--- src/txim_pkg.sv ---
// Shared types and codes for the transmit-image mailbox.
// Used by tx_image_slot_mailbox_core; depends on nothing else.
package txim_pkg;

  typedef enum logic [1:0] {
    MODE_PUBLISH = 2'd0,
    MODE_ACQUIRE = 2'd1,
    MODE_RELEASE = 2'd2,
    MODE_STATUS  = 2'd3
  } mode_t;

  typedef enum logic [1:0] {
    OWN_INACTIVE = 2'd0,
    OWN_READY    = 2'd1,
    OWN_ACTIVE   = 2'd2
  } owner_t;

  typedef enum logic [2:0] {
    ST_IDLE  = 3'd0,
    ST_EXEC  = 3'd1,
    ST_SCAN  = 3'd2,
    ST_CHECK = 3'd3,
    ST_READ  = 3'd4,
    ST_DONE  = 3'd5
  } state_t;

  // Slot count and payload capacity match the fixed port widths
  localparam int SLOT_COUNT       = 4;
  localparam int PAYLOAD_CAPACITY = 256;

  // Event counters, also the status select codes that read them
  localparam int          CNT_NUM       = 6;
  localparam logic [2:0]  CNT_PUBLISHED = 3'd0;
  localparam logic [2:0]  CNT_REJECTED  = 3'd1;
  localparam logic [2:0]  CNT_ACQUIRED  = 3'd2;
  localparam logic [2:0]  CNT_STALE     = 3'd3;
  localparam logic [2:0]  CNT_REUSED    = 3'd4;
  localparam logic [2:0]  CNT_RELEASED  = 3'd5;
  localparam logic [2:0]  SEL_ACT_SLOT  = 3'd6;
  localparam logic [2:0]  SEL_ACT_GEN   = 3'd7;

  localparam int DESC_SIZE_W = 9;

  typedef struct packed {
    logic [31:0]            gen;
    logic [31:0]            seq;
    logic [31:0]            segs;
    logic [DESC_SIZE_W-1:0] size;
  } desc_t;

endpackage

--- src/tx_image_slot_mailbox_core.sv ---
// Transmit-image mailbox: slot ownership, ready ring, descriptor store, event counters.
// Depends on txim_pkg.
//
//   port group | direction | handshake         | contents
//   in_        | input     | in_valid/in_stall | mode, descriptor, status select
//   out_       | output    | out_valid/out_stall | ok, slot, descriptor, counts
//
// One word at a time. A word is taken only while the sequencer is idle; the result is
// registered through the states EXEC and DONE for release, status, a publish refused on its
// fields or a full ring and an acquire with nothing to hand out; EXEC, CHECK and DONE for an
// acquire whose ring entry is not ready; EXEC, CHECK, READ and DONE for any other acquire
// (ring read, owner check, descriptor read); EXEC, SCAN and DONE for a publish that scans,
// where the scan tests one owner entry per cycle. A finished result waits in the output
// register while the next word is taken. Reset (rst_n low, synchronous): all slots inactive,
// ring empty, no active slot, counters cleared. Descriptor and ring stores are not cleared.
module tx_image_slot_mailbox_core
  import txim_pkg::*;
(
  input  logic        clk,
  input  logic        rst_n,
  input  logic        in_valid,
  output logic        in_stall,
  input  logic [1:0]  in_mode,
  input  logic [15:0] in_payload_size,
  input  logic [31:0] in_image_generation,
  input  logic [31:0] in_image_sequence,
  input  logic [31:0] in_segment_bits,
  input  logic [2:0]  in_status_select,
  output logic        out_valid,
  input  logic        out_stall,
  output logic        out_ok,
  output logic [1:0]  out_slot_number,
  output logic        out_stale_repeat,
  output logic [31:0] out_generation,
  output logic [31:0] out_sequence,
  output logic [31:0] out_segment_bits,
  output logic [8:0]  out_payload_size,
  output logic [2:0]  out_ready_count,
  output logic [31:0] out_status_value
);

  localparam int SW = $clog2(SLOT_COUNT);
  localparam int AW = $clog2(SLOT_COUNT + 1);
  localparam int PW = $clog2(2 * SLOT_COUNT);
  localparam logic [AW-1:0] ACT_NONE = AW'(SLOT_COUNT);
  localparam logic [PW-1:0] PTR_LAST = PW'(2 * SLOT_COUNT - 1);
  localparam logic [PW-1:0] PTR_HALF = PW'(SLOT_COUNT);
  localparam logic [PW:0]   PTR_MOD  = (PW + 1)'(2 * SLOT_COUNT);
  localparam logic [PW:0]   Q_FULL   = (PW + 1)'(SLOT_COUNT);
  localparam logic [SW-1:0] IDX_LAST = SW'(SLOT_COUNT - 1);
  localparam logic [15:0]   CAP      = 16'(PAYLOAD_CAPACITY);

  state_t        state_r, state_nxt;
  mode_t         mode_r, mode_nxt;
  logic [15:0]   size_r, size_nxt;
  logic [31:0]   gen_r, gen_nxt;
  logic [31:0]   seq_r, seq_nxt;
  logic [31:0]   segs_r, segs_nxt;
  logic [2:0]    sel_r, sel_nxt;
  logic [SW-1:0] idx_r, idx_nxt;
  logic          reuse_r, reuse_nxt;
  logic [PW-1:0] head_r, head_nxt;
  logic [PW-1:0] tail_r, tail_nxt;
  logic [AW-1:0] act_r, act_nxt;
  logic [31:0]   act_gen_r, act_gen_nxt;
  logic [31:0]   cnt_r [CNT_NUM];
  logic [31:0]   cnt_nxt [CNT_NUM];
  logic [CNT_NUM-1:0] cnt_inc;
  owner_t        owner_r [SLOT_COUNT];
  owner_t        owner_nxt [SLOT_COUNT];

  logic          res_ok_r, res_ok_nxt;
  logic [SW-1:0] res_slot_r, res_slot_nxt;
  logic          res_reused_r, res_reused_nxt;
  desc_t         res_desc_r, res_desc_nxt;
  logic [31:0]   res_stat_r, res_stat_nxt;

  logic          out_valid_r, out_valid_nxt;
  logic          out_ok_r, out_ok_nxt;
  logic [1:0]    out_slot_r, out_slot_nxt;
  logic          out_reused_r, out_reused_nxt;
  desc_t         out_desc_r, out_desc_nxt;
  logic [2:0]    out_count_r, out_count_nxt;
  logic [31:0]   out_stat_r, out_stat_nxt;

  // Descriptor store and ready ring
  desc_t         dmem [SLOT_COUNT];
  desc_t         d_rd_r;
  logic          d_we;
  logic [SW-1:0] qmem [SLOT_COUNT];
  logic [SW-1:0] q_rd_r;
  logic          q_we;

  logic [PW:0]   queued;
  logic [SW-1:0] head_idx, tail_idx, act_idx;
  logic          act_valid;
  logic          out_free;

  always_comb begin
    if (head_r >= tail_r) begin
      queued = {1'b0, head_r} - {1'b0, tail_r};
    end else begin
      queued = {1'b0, head_r} + PTR_MOD - {1'b0, tail_r};
    end
    head_idx  = (head_r >= PTR_HALF) ? SW'(head_r - PTR_HALF) : SW'(head_r);
    tail_idx  = (tail_r >= PTR_HALF) ? SW'(tail_r - PTR_HALF) : SW'(tail_r);
    act_idx   = act_r[SW-1:0];
    act_valid = (act_r < ACT_NONE);
    out_free  = !out_valid_r || !out_stall;
  end

  always_ff @(posedge clk) begin
    if (d_we) begin
      dmem[idx_r] <= '{gen: gen_r, seq: seq_r, segs: segs_r, size: DESC_SIZE_W'(size_r)};
    end
    d_rd_r <= dmem[idx_r];
  end

  always_ff @(posedge clk) begin
    if (q_we) begin
      qmem[head_idx] <= idx_r;
    end
    q_rd_r <= qmem[tail_idx];
  end

  always_comb begin
    state_nxt      = state_r;
    mode_nxt       = mode_r;
    size_nxt       = size_r;
    gen_nxt        = gen_r;
    seq_nxt        = seq_r;
    segs_nxt       = segs_r;
    sel_nxt        = sel_r;
    idx_nxt        = idx_r;
    reuse_nxt      = reuse_r;
    head_nxt       = head_r;
    tail_nxt       = tail_r;
    act_nxt        = act_r;
    act_gen_nxt    = act_gen_r;
    owner_nxt      = owner_r;
    cnt_inc        = '0;
    res_ok_nxt     = res_ok_r;
    res_slot_nxt   = res_slot_r;
    res_reused_nxt = res_reused_r;
    res_desc_nxt   = res_desc_r;
    res_stat_nxt   = res_stat_r;
    out_valid_nxt  = out_valid_r && out_stall;
    out_ok_nxt     = out_ok_r;
    out_slot_nxt   = out_slot_r;
    out_reused_nxt = out_reused_r;
    out_desc_nxt   = out_desc_r;
    out_count_nxt  = out_count_r;
    out_stat_nxt   = out_stat_r;
    d_we           = 1'b0;
    q_we           = 1'b0;

    case (state_r)
      ST_IDLE: begin
        if (in_valid) begin
          mode_nxt       = mode_t'(in_mode);
          size_nxt       = in_payload_size;
          gen_nxt        = in_image_generation;
          seq_nxt        = in_image_sequence;
          segs_nxt       = in_segment_bits;
          sel_nxt        = in_status_select;
          idx_nxt        = '0;
          reuse_nxt      = 1'b0;
          res_ok_nxt     = 1'b0;
          res_slot_nxt   = '0;
          res_reused_nxt = 1'b0;
          res_desc_nxt   = '0;
          res_stat_nxt   = '0;
          state_nxt      = ST_EXEC;
        end
      end

      ST_EXEC: begin
        case (mode_r)
          MODE_PUBLISH: begin
            if (gen_r == 32'd0 || size_r > CAP || queued >= Q_FULL) begin
              cnt_inc[CNT_REJECTED] = 1'b1;
              state_nxt = ST_DONE;
            end else begin
              state_nxt = ST_SCAN;
            end
          end
          MODE_ACQUIRE: begin
            if (queued != '0) begin
              idx_nxt   = q_rd_r;
              state_nxt = ST_CHECK;
            end else if (!act_valid) begin
              state_nxt = ST_DONE;
            end else begin
              // ring empty: hand out the active image again
              cnt_inc[CNT_STALE]  = 1'b1;
              cnt_inc[CNT_REUSED] = 1'b1;
              res_reused_nxt = 1'b1;
              reuse_nxt      = 1'b1;
              idx_nxt        = act_idx;
              state_nxt      = ST_CHECK;
            end
          end
          MODE_RELEASE: begin
            if (act_valid) begin
              owner_nxt[act_idx]     = OWN_INACTIVE;
              act_nxt                = ACT_NONE;
              act_gen_nxt            = '0;
              cnt_inc[CNT_RELEASED]  = 1'b1;
              res_ok_nxt             = 1'b1;
            end
            state_nxt = ST_DONE;
          end
          MODE_STATUS: begin
            res_ok_nxt = 1'b1;
            if (sel_r == SEL_ACT_SLOT) begin
              res_stat_nxt = 32'(act_r);
            end else if (sel_r == SEL_ACT_GEN) begin
              res_stat_nxt = act_gen_r;
            end else begin
              res_stat_nxt = cnt_r[sel_r];
            end
            state_nxt = ST_DONE;
          end
          default: begin
            state_nxt = ST_DONE;
          end
        endcase
      end

      ST_SCAN: begin
        if (owner_r[idx_r] == OWN_INACTIVE) begin
          d_we                   = 1'b1;
          q_we                   = 1'b1;
          owner_nxt[idx_r]       = OWN_READY;
          head_nxt               = (head_r == PTR_LAST) ? '0 : head_r + 1'b1;
          cnt_inc[CNT_PUBLISHED] = 1'b1;
          res_ok_nxt             = 1'b1;
          res_slot_nxt           = idx_r;
          state_nxt              = ST_DONE;
        end else if (idx_r == IDX_LAST) begin
          cnt_inc[CNT_REJECTED] = 1'b1;
          state_nxt = ST_DONE;
        end else begin
          idx_nxt = idx_r + 1'b1;
        end
      end

      ST_CHECK: begin
        if (reuse_r) begin
          state_nxt = ST_READ;
        end else if (owner_r[idx_r] != OWN_READY) begin
          cnt_inc[CNT_REJECTED] = 1'b1;
          state_nxt = ST_DONE;
        end else begin
          // drop the previous image, then take the queued one
          if (act_valid) begin
            owner_nxt[act_idx]    = OWN_INACTIVE;
            cnt_inc[CNT_RELEASED] = 1'b1;
          end
          owner_nxt[idx_r]      = OWN_ACTIVE;
          tail_nxt              = (tail_r == PTR_LAST) ? '0 : tail_r + 1'b1;
          act_nxt               = AW'(idx_r);
          cnt_inc[CNT_ACQUIRED] = 1'b1;
          state_nxt             = ST_READ;
        end
      end

      ST_READ: begin
        res_ok_nxt   = 1'b1;
        res_slot_nxt = idx_r;
        res_desc_nxt = d_rd_r;
        act_gen_nxt  = d_rd_r.gen;
        state_nxt    = ST_DONE;
      end

      ST_DONE: begin
        if (out_free) begin
          out_valid_nxt  = 1'b1;
          out_ok_nxt     = res_ok_r;
          out_slot_nxt   = 2'(res_slot_r);
          out_reused_nxt = res_reused_r;
          out_desc_nxt   = res_desc_r;
          out_count_nxt  = 3'(queued);
          out_stat_nxt   = res_stat_r;
          state_nxt      = ST_IDLE;
        end
      end

      default: begin
        state_nxt = ST_IDLE;
      end
    endcase

    for (int k = 0; k < CNT_NUM; k++) begin
      cnt_nxt[k] = cnt_inc[k] ? cnt_r[k] + 32'd1 : cnt_r[k];
    end
  end

  always_ff @(posedge clk) begin
    if (!rst_n) begin
      state_r     <= ST_IDLE;
      head_r      <= '0;
      tail_r      <= '0;
      act_r       <= ACT_NONE;
      act_gen_r   <= '0;
      out_valid_r <= 1'b0;
      for (int k = 0; k < CNT_NUM; k++) begin
        cnt_r[k] <= '0;
      end
      for (int s = 0; s < SLOT_COUNT; s++) begin
        owner_r[s] <= OWN_INACTIVE;
      end
    end else begin
      state_r     <= state_nxt;
      head_r      <= head_nxt;
      tail_r      <= tail_nxt;
      act_r       <= act_nxt;
      act_gen_r   <= act_gen_nxt;
      out_valid_r <= out_valid_nxt;
      cnt_r       <= cnt_nxt;
      owner_r     <= owner_nxt;
    end
  end

  always_ff @(posedge clk) begin
    mode_r       <= mode_nxt;
    size_r       <= size_nxt;
    gen_r        <= gen_nxt;
    seq_r        <= seq_nxt;
    segs_r       <= segs_nxt;
    sel_r        <= sel_nxt;
    idx_r        <= idx_nxt;
    reuse_r      <= reuse_nxt;
    res_ok_r     <= res_ok_nxt;
    res_slot_r   <= res_slot_nxt;
    res_reused_r <= res_reused_nxt;
    res_desc_r   <= res_desc_nxt;
    res_stat_r   <= res_stat_nxt;
    out_ok_r     <= out_ok_nxt;
    out_slot_r   <= out_slot_nxt;
    out_reused_r <= out_reused_nxt;
    out_desc_r   <= out_desc_nxt;
    out_count_r  <= out_count_nxt;
    out_stat_r   <= out_stat_nxt;
  end

  assign in_stall            = (state_r != ST_IDLE);
  assign out_valid           = out_valid_r;
  assign out_ok              = out_ok_r;
  assign out_slot_number     = out_slot_r;
  assign out_stale_repeat    = out_reused_r;
  assign out_generation      = out_desc_r.gen;
  assign out_sequence        = out_desc_r.seq;
  assign out_segment_bits    = out_desc_r.segs;
  assign out_payload_size    = out_desc_r.size;
  assign out_ready_count     = out_count_r;
  assign out_status_value    = out_stat_r;

`ifndef SYNTHESIS
  a_active_owned: assert property (@(posedge clk) disable iff (!rst_n)
    act_valid |-> owner_r[act_idx] == OWN_ACTIVE)
    else $error("active slot is not marked active");

  a_ring_bound: assert property (@(posedge clk) disable iff (!rst_n)
    queued <= Q_FULL)
    else $error("ready ring holds more entries than slots");

  a_scan_publish: assert property (@(posedge clk) disable iff (!rst_n)
    state_r == ST_SCAN |-> mode_r == MODE_PUBLISH)
    else $error("slot scan outside a publish");

  a_reuse_ok: assert property (@(posedge clk) disable iff (!rst_n)
    out_valid && out_stale_repeat |-> out_ok && out_ready_count == 3'd0)
    else $error("reused image reported without success or with ring not empty");
`endif

endmodule
--- config.mk ---
export PLATFORM = sky130hd
export DESIGN_NAME = tx_image_slot_mailbox_core
export DESIGN_NICKNAME = d
export VERILOG_FILES = /design/src/txim_pkg.sv /design/src/tx_image_slot_mailbox_core.sv
export SDC_FILE = /design/constraint.sdc
export NUM_CORES = 1
export LEC_CHECK = 0
export BUFFER_PORTS_ARGS = -buffer_cell sky130_fd_sc_hd__clkbuf_2
export CAP_MARGIN = 10
export CORE_MARGIN = 1
export CORE_UTILIZATION = 25
export DETAILED_ROUTE_END_ITERATION = 6
export PLACE_DENSITY_LB_ADDON = 0.3
export SETUP_SLACK_MARGIN = 0.4
export SYNTH_ARGS = -nofsm -noshare
export SYNTH_HDL_FRONTEND = slang
export SYNTH_SLANG_ARGS = --single-unit
--- constraint.sdc ---
create_clock -name clk -period 18.7 [get_ports clk]
set_input_delay 0.935 -clock clk [delete_from_list [all_inputs] [get_ports clk]]
set_output_delay 0.935 -clock clk [all_outputs]
set_load 0.02 [all_outputs]
==> metrics.md <==
| Metric | Value |
|---|---|
| Status | finished, final reports clean |
| Critical path peak fanout | 48 |
| Final #Nets | 3,226 |
| Syn_nets | 2,932 |
| Setup violators final | 0 |
| Area of the mapped netlist | 0.0439 mm² |
| EDFF count, synth | 832 |
| Final RePlAce weighted congestion | 0.784 |
| Vias in the first global route | 23,706 |
| Slew HR | 27.5% |
| Leakage | 17.3 nW |
| CTS tree | done |
| Top cell type's share of synthesized area | 56.9% |
| Sequential area share after synthesis | 72.9% |
| Sw Ratio | 22.5% |
| Max VDD drop | 72.9 µV |
| Crit end category | flip-flop |
| Final antenna-violating net count | 0 |
| Die Wd | 421 µm |
| Cell Int Power | 4.40 mW |
| I/O Buffers | 266 |
| WP data required | 19.07 ns |
| Initial Util | 25.2% |
| Seq cells post-synth | 1,184 |
| Die Area | 0.177 mm² |
| Commonest cells post-synth | 832 x edfxtp_1, 352 x dfxtp_1, 211 x nor2_1 |
| Clock root buffer | clkbuf_16 |
| Post-CTS Hold Fix Bufs | 0 |
| Main synth FF type | edfxtp_1 |
| Tcrit/Tclk final | 26.8% |
| Global Route Usage Sum | 12.3% |
| Total clock sinks | 1,184 |
| Top-count cell post-synth | edfxtp_1 |
| Vias/cell | 4.28 |
| Post-Syn Instances | 2,789 |
| Crit path DAT | 5.38 ns |
| First-pass GRT wire length | 162,000 µm |
| DRC | 0 |
| Worst skew pair latency | 0.75 ns |
| Initial DRC Count | 1,531 |
| CP Cell Sequence | buf_4 > buf_4 > mux4_2 > nor3_2 > buf_4 > and2_4 > buf_4 > buf_4 |
| RSZ-0062 raised after global routing | false |
| Largest net degree at the start of global routing | 145 |
| Die height | 421 µm |
| IO Pins | 267 |
| Register share of total power | 53.1% |
| Clock Path Buffers | 3 |
| Worst path bufs/invs | 5 |
| Share of synthesized registers carrying an async set or reset | 0% |
| Slowest stage delay, CP | 0.81 ns |
| Area leader, netlist | edfxtp_1 |
| Drt pass-1 iters | 5 |
| Core area | 0.174 mm² |
| Total power | 5.68 mW |
| Least-Margin Pin Slew | 1.09 ns |
| Fraction of layout cells with a size suffix above 1 | 21.0% |
| Min-Delay Path Class | in2reg |
| Critical path's slowest cell | buf_4 |
| Total number of yosys warnings | 0 |
| Net Sw Power | 1.28 mW |
| Total number of vias | 23,621 |
| Post-CTS Setup Bufs | 0 |
| Inserted Clock Buffers | 118 |
| Top delay family on crit path | buffers and inverters |
| CTS clk-pin slew, worst paths | 0.06 ns |
| Max Cap Viol | 0 |
| Slew Viols, Final | 0 |
| Congestion Overflow GR | 0 |
| Peak Freq | 0.200 GHz |
| Hpwl dp | 72,600 µm |
| Post-layout util | 29.8% |
| Logic pwr share | 5.2% |
| Post-CTS sizing | 0 |
| Wire length per cell | 20.0 µm |
| # H-tree levels | 3 |
| Clock Skews | 0.0670 ns |
| Initial antenna violation count | 5 |
| Drt total wl | 111,000 µm |
| # rows | 153 |
| Avg Cell Area, Syn | 15.8 µm² |
| Hold Violations, Final | 0 |
| Synth top area cells | edfxtp_1 57%, dfxtp_1 16%, mux4_2 7.4%, nor2_1 1.8%, and2_1 1.8% |
| Distinct cells, synth | 63 |
| Startpoint types | flip-flop |
| Synth-to-layout area growth | 18.2% |
| Clock Power Share | 41.7% |
| Pwr Density | 109 mW/mm² |
| Most frequent CP cell | buf_4 |
| Minimum clock period | 5.01 ns |
| Sum Neg Setup Slack | 0 ns |
| Crit Path Class | reg2reg |
-- logic make-up after synthesis --
group / Yosys count / share of synthesized area, %
DFF: 1184 / 72.9
muxes: 238 / 9.59
AOI/OAI and AO/OA: 238 / 3.38
xor gates and xnor gates: 115 / 2.29
and+or+nand+nor: 816 / 9.65
buffers and inverters: 176 / 1.52
adders and majority gates: 22 / 0.661
-- power groups by stage --
stage | logic, mW | clock network (mW) | registers (mW)
after detailed placement | 0.305 | 0 | 3.08
after global placement | 0.305 | 0 | 3.07
after CTS | 0.307 | 2.44 | 3.02
after global routing | 0.318 | 2.54 | 3.03
after floorplan | 0.180 | 0 | 3.06
final | 0.293 | 2.37 | 3.02
-- metrics by stage --
step                hold slack, ns  instances  instance area (µm²)  setup WS, ns
CTS                          0.291       5512                51900         13.42
global route                 0.326       5514                51900         13.22
finish                       0.360       5515                51900         13.69
global placement             0.401       5287                48000         13.42
floorplan                    0.400       2789                43900          9.59
detailed placement           0.405       5287                48000         13.45
-- cell usage in the layout, fill, tap and decap left out, types with 34 or more instances in the layout --
| master | n |
|---|---|
| edfxtp_1 | 832 |
| xor2_1 | 53 |
| clkbuf_2 | 266 |
| mux4_2 | 144 |
| mux2i_1 | 70 |
| o21ai_0 | 44 |
| and2_1 | 123 |
| nand4_1 | 50 |
| nand2b_1 | 34 |
| clkbuf_1 | 35 |
| inv_1 | 42 |
| nor4_1 | 41 |
| a21oi_1 | 105 |
| nand2_1 | 135 |
| and3_1 | 35 |
| clkbuf_16 | 120 |
| xnor2_1 | 62 |
| nand3_1 | 66 |
| nor2_1 | 209 |
| buf_4 | 38 |
| dfxtp_1 | 352 |
-- registers in the layout, indices dropped and copies added, names as in the netlist, 105 cells and up --
register / cells
dmem: 420
res_desc_r: 105
d_rd_r: 105
cnt_r: 192
-- area by class of cell --
type / instances / area, µm²
tap: 2325 / 2910
inverter: 44 / 173
timing repair buffer: 306 / 1640
clock buffer: 163 / 3240
multi-input combinational: 1429 / 11300
antenna: 2 / 5.00
sequential: 1184 / 32000
fill: 17466 / 122000
clock inverter: 62 / 618
-- per-layer routing --
layer | vias to the layer above | routed length, µm | global-route usage [%]
met3 | 178 | 3450 | 1.79
met2 | 399 | 56600 | 21.6
met1 | 11933 | 46400 | 14.9
met5 | - | 10 | 0
met4 | 2 | 4010 | 5.09
li1 | 11109 | - | -
-- worst paths after layout --
path,from,to,slack [ns],depth (start not counted)
worst max-delay path,idx_r[0],dmem[0][11],13.69,8
worst min-delay path,in_status_select[2],sel_r[2],0.36,1
worst max register to register,idx_r[0],dmem[0][11],13.69,8
worst min register to register,res_stat_r[0],out_status_value[0],0.36,0
-- worst reg2reg max path, cell delays in order, from the launching register on --
cell and delay, ns:
edfxtp_1 0.32, buf_4 0.52, buf_4 0.86, mux4_2 0.68, nor3_2 0.17, buf_4 0.27
and2_4 0.41, buf_4 0.71, buf_4 0.66
(Power assumes the default switching activity.)
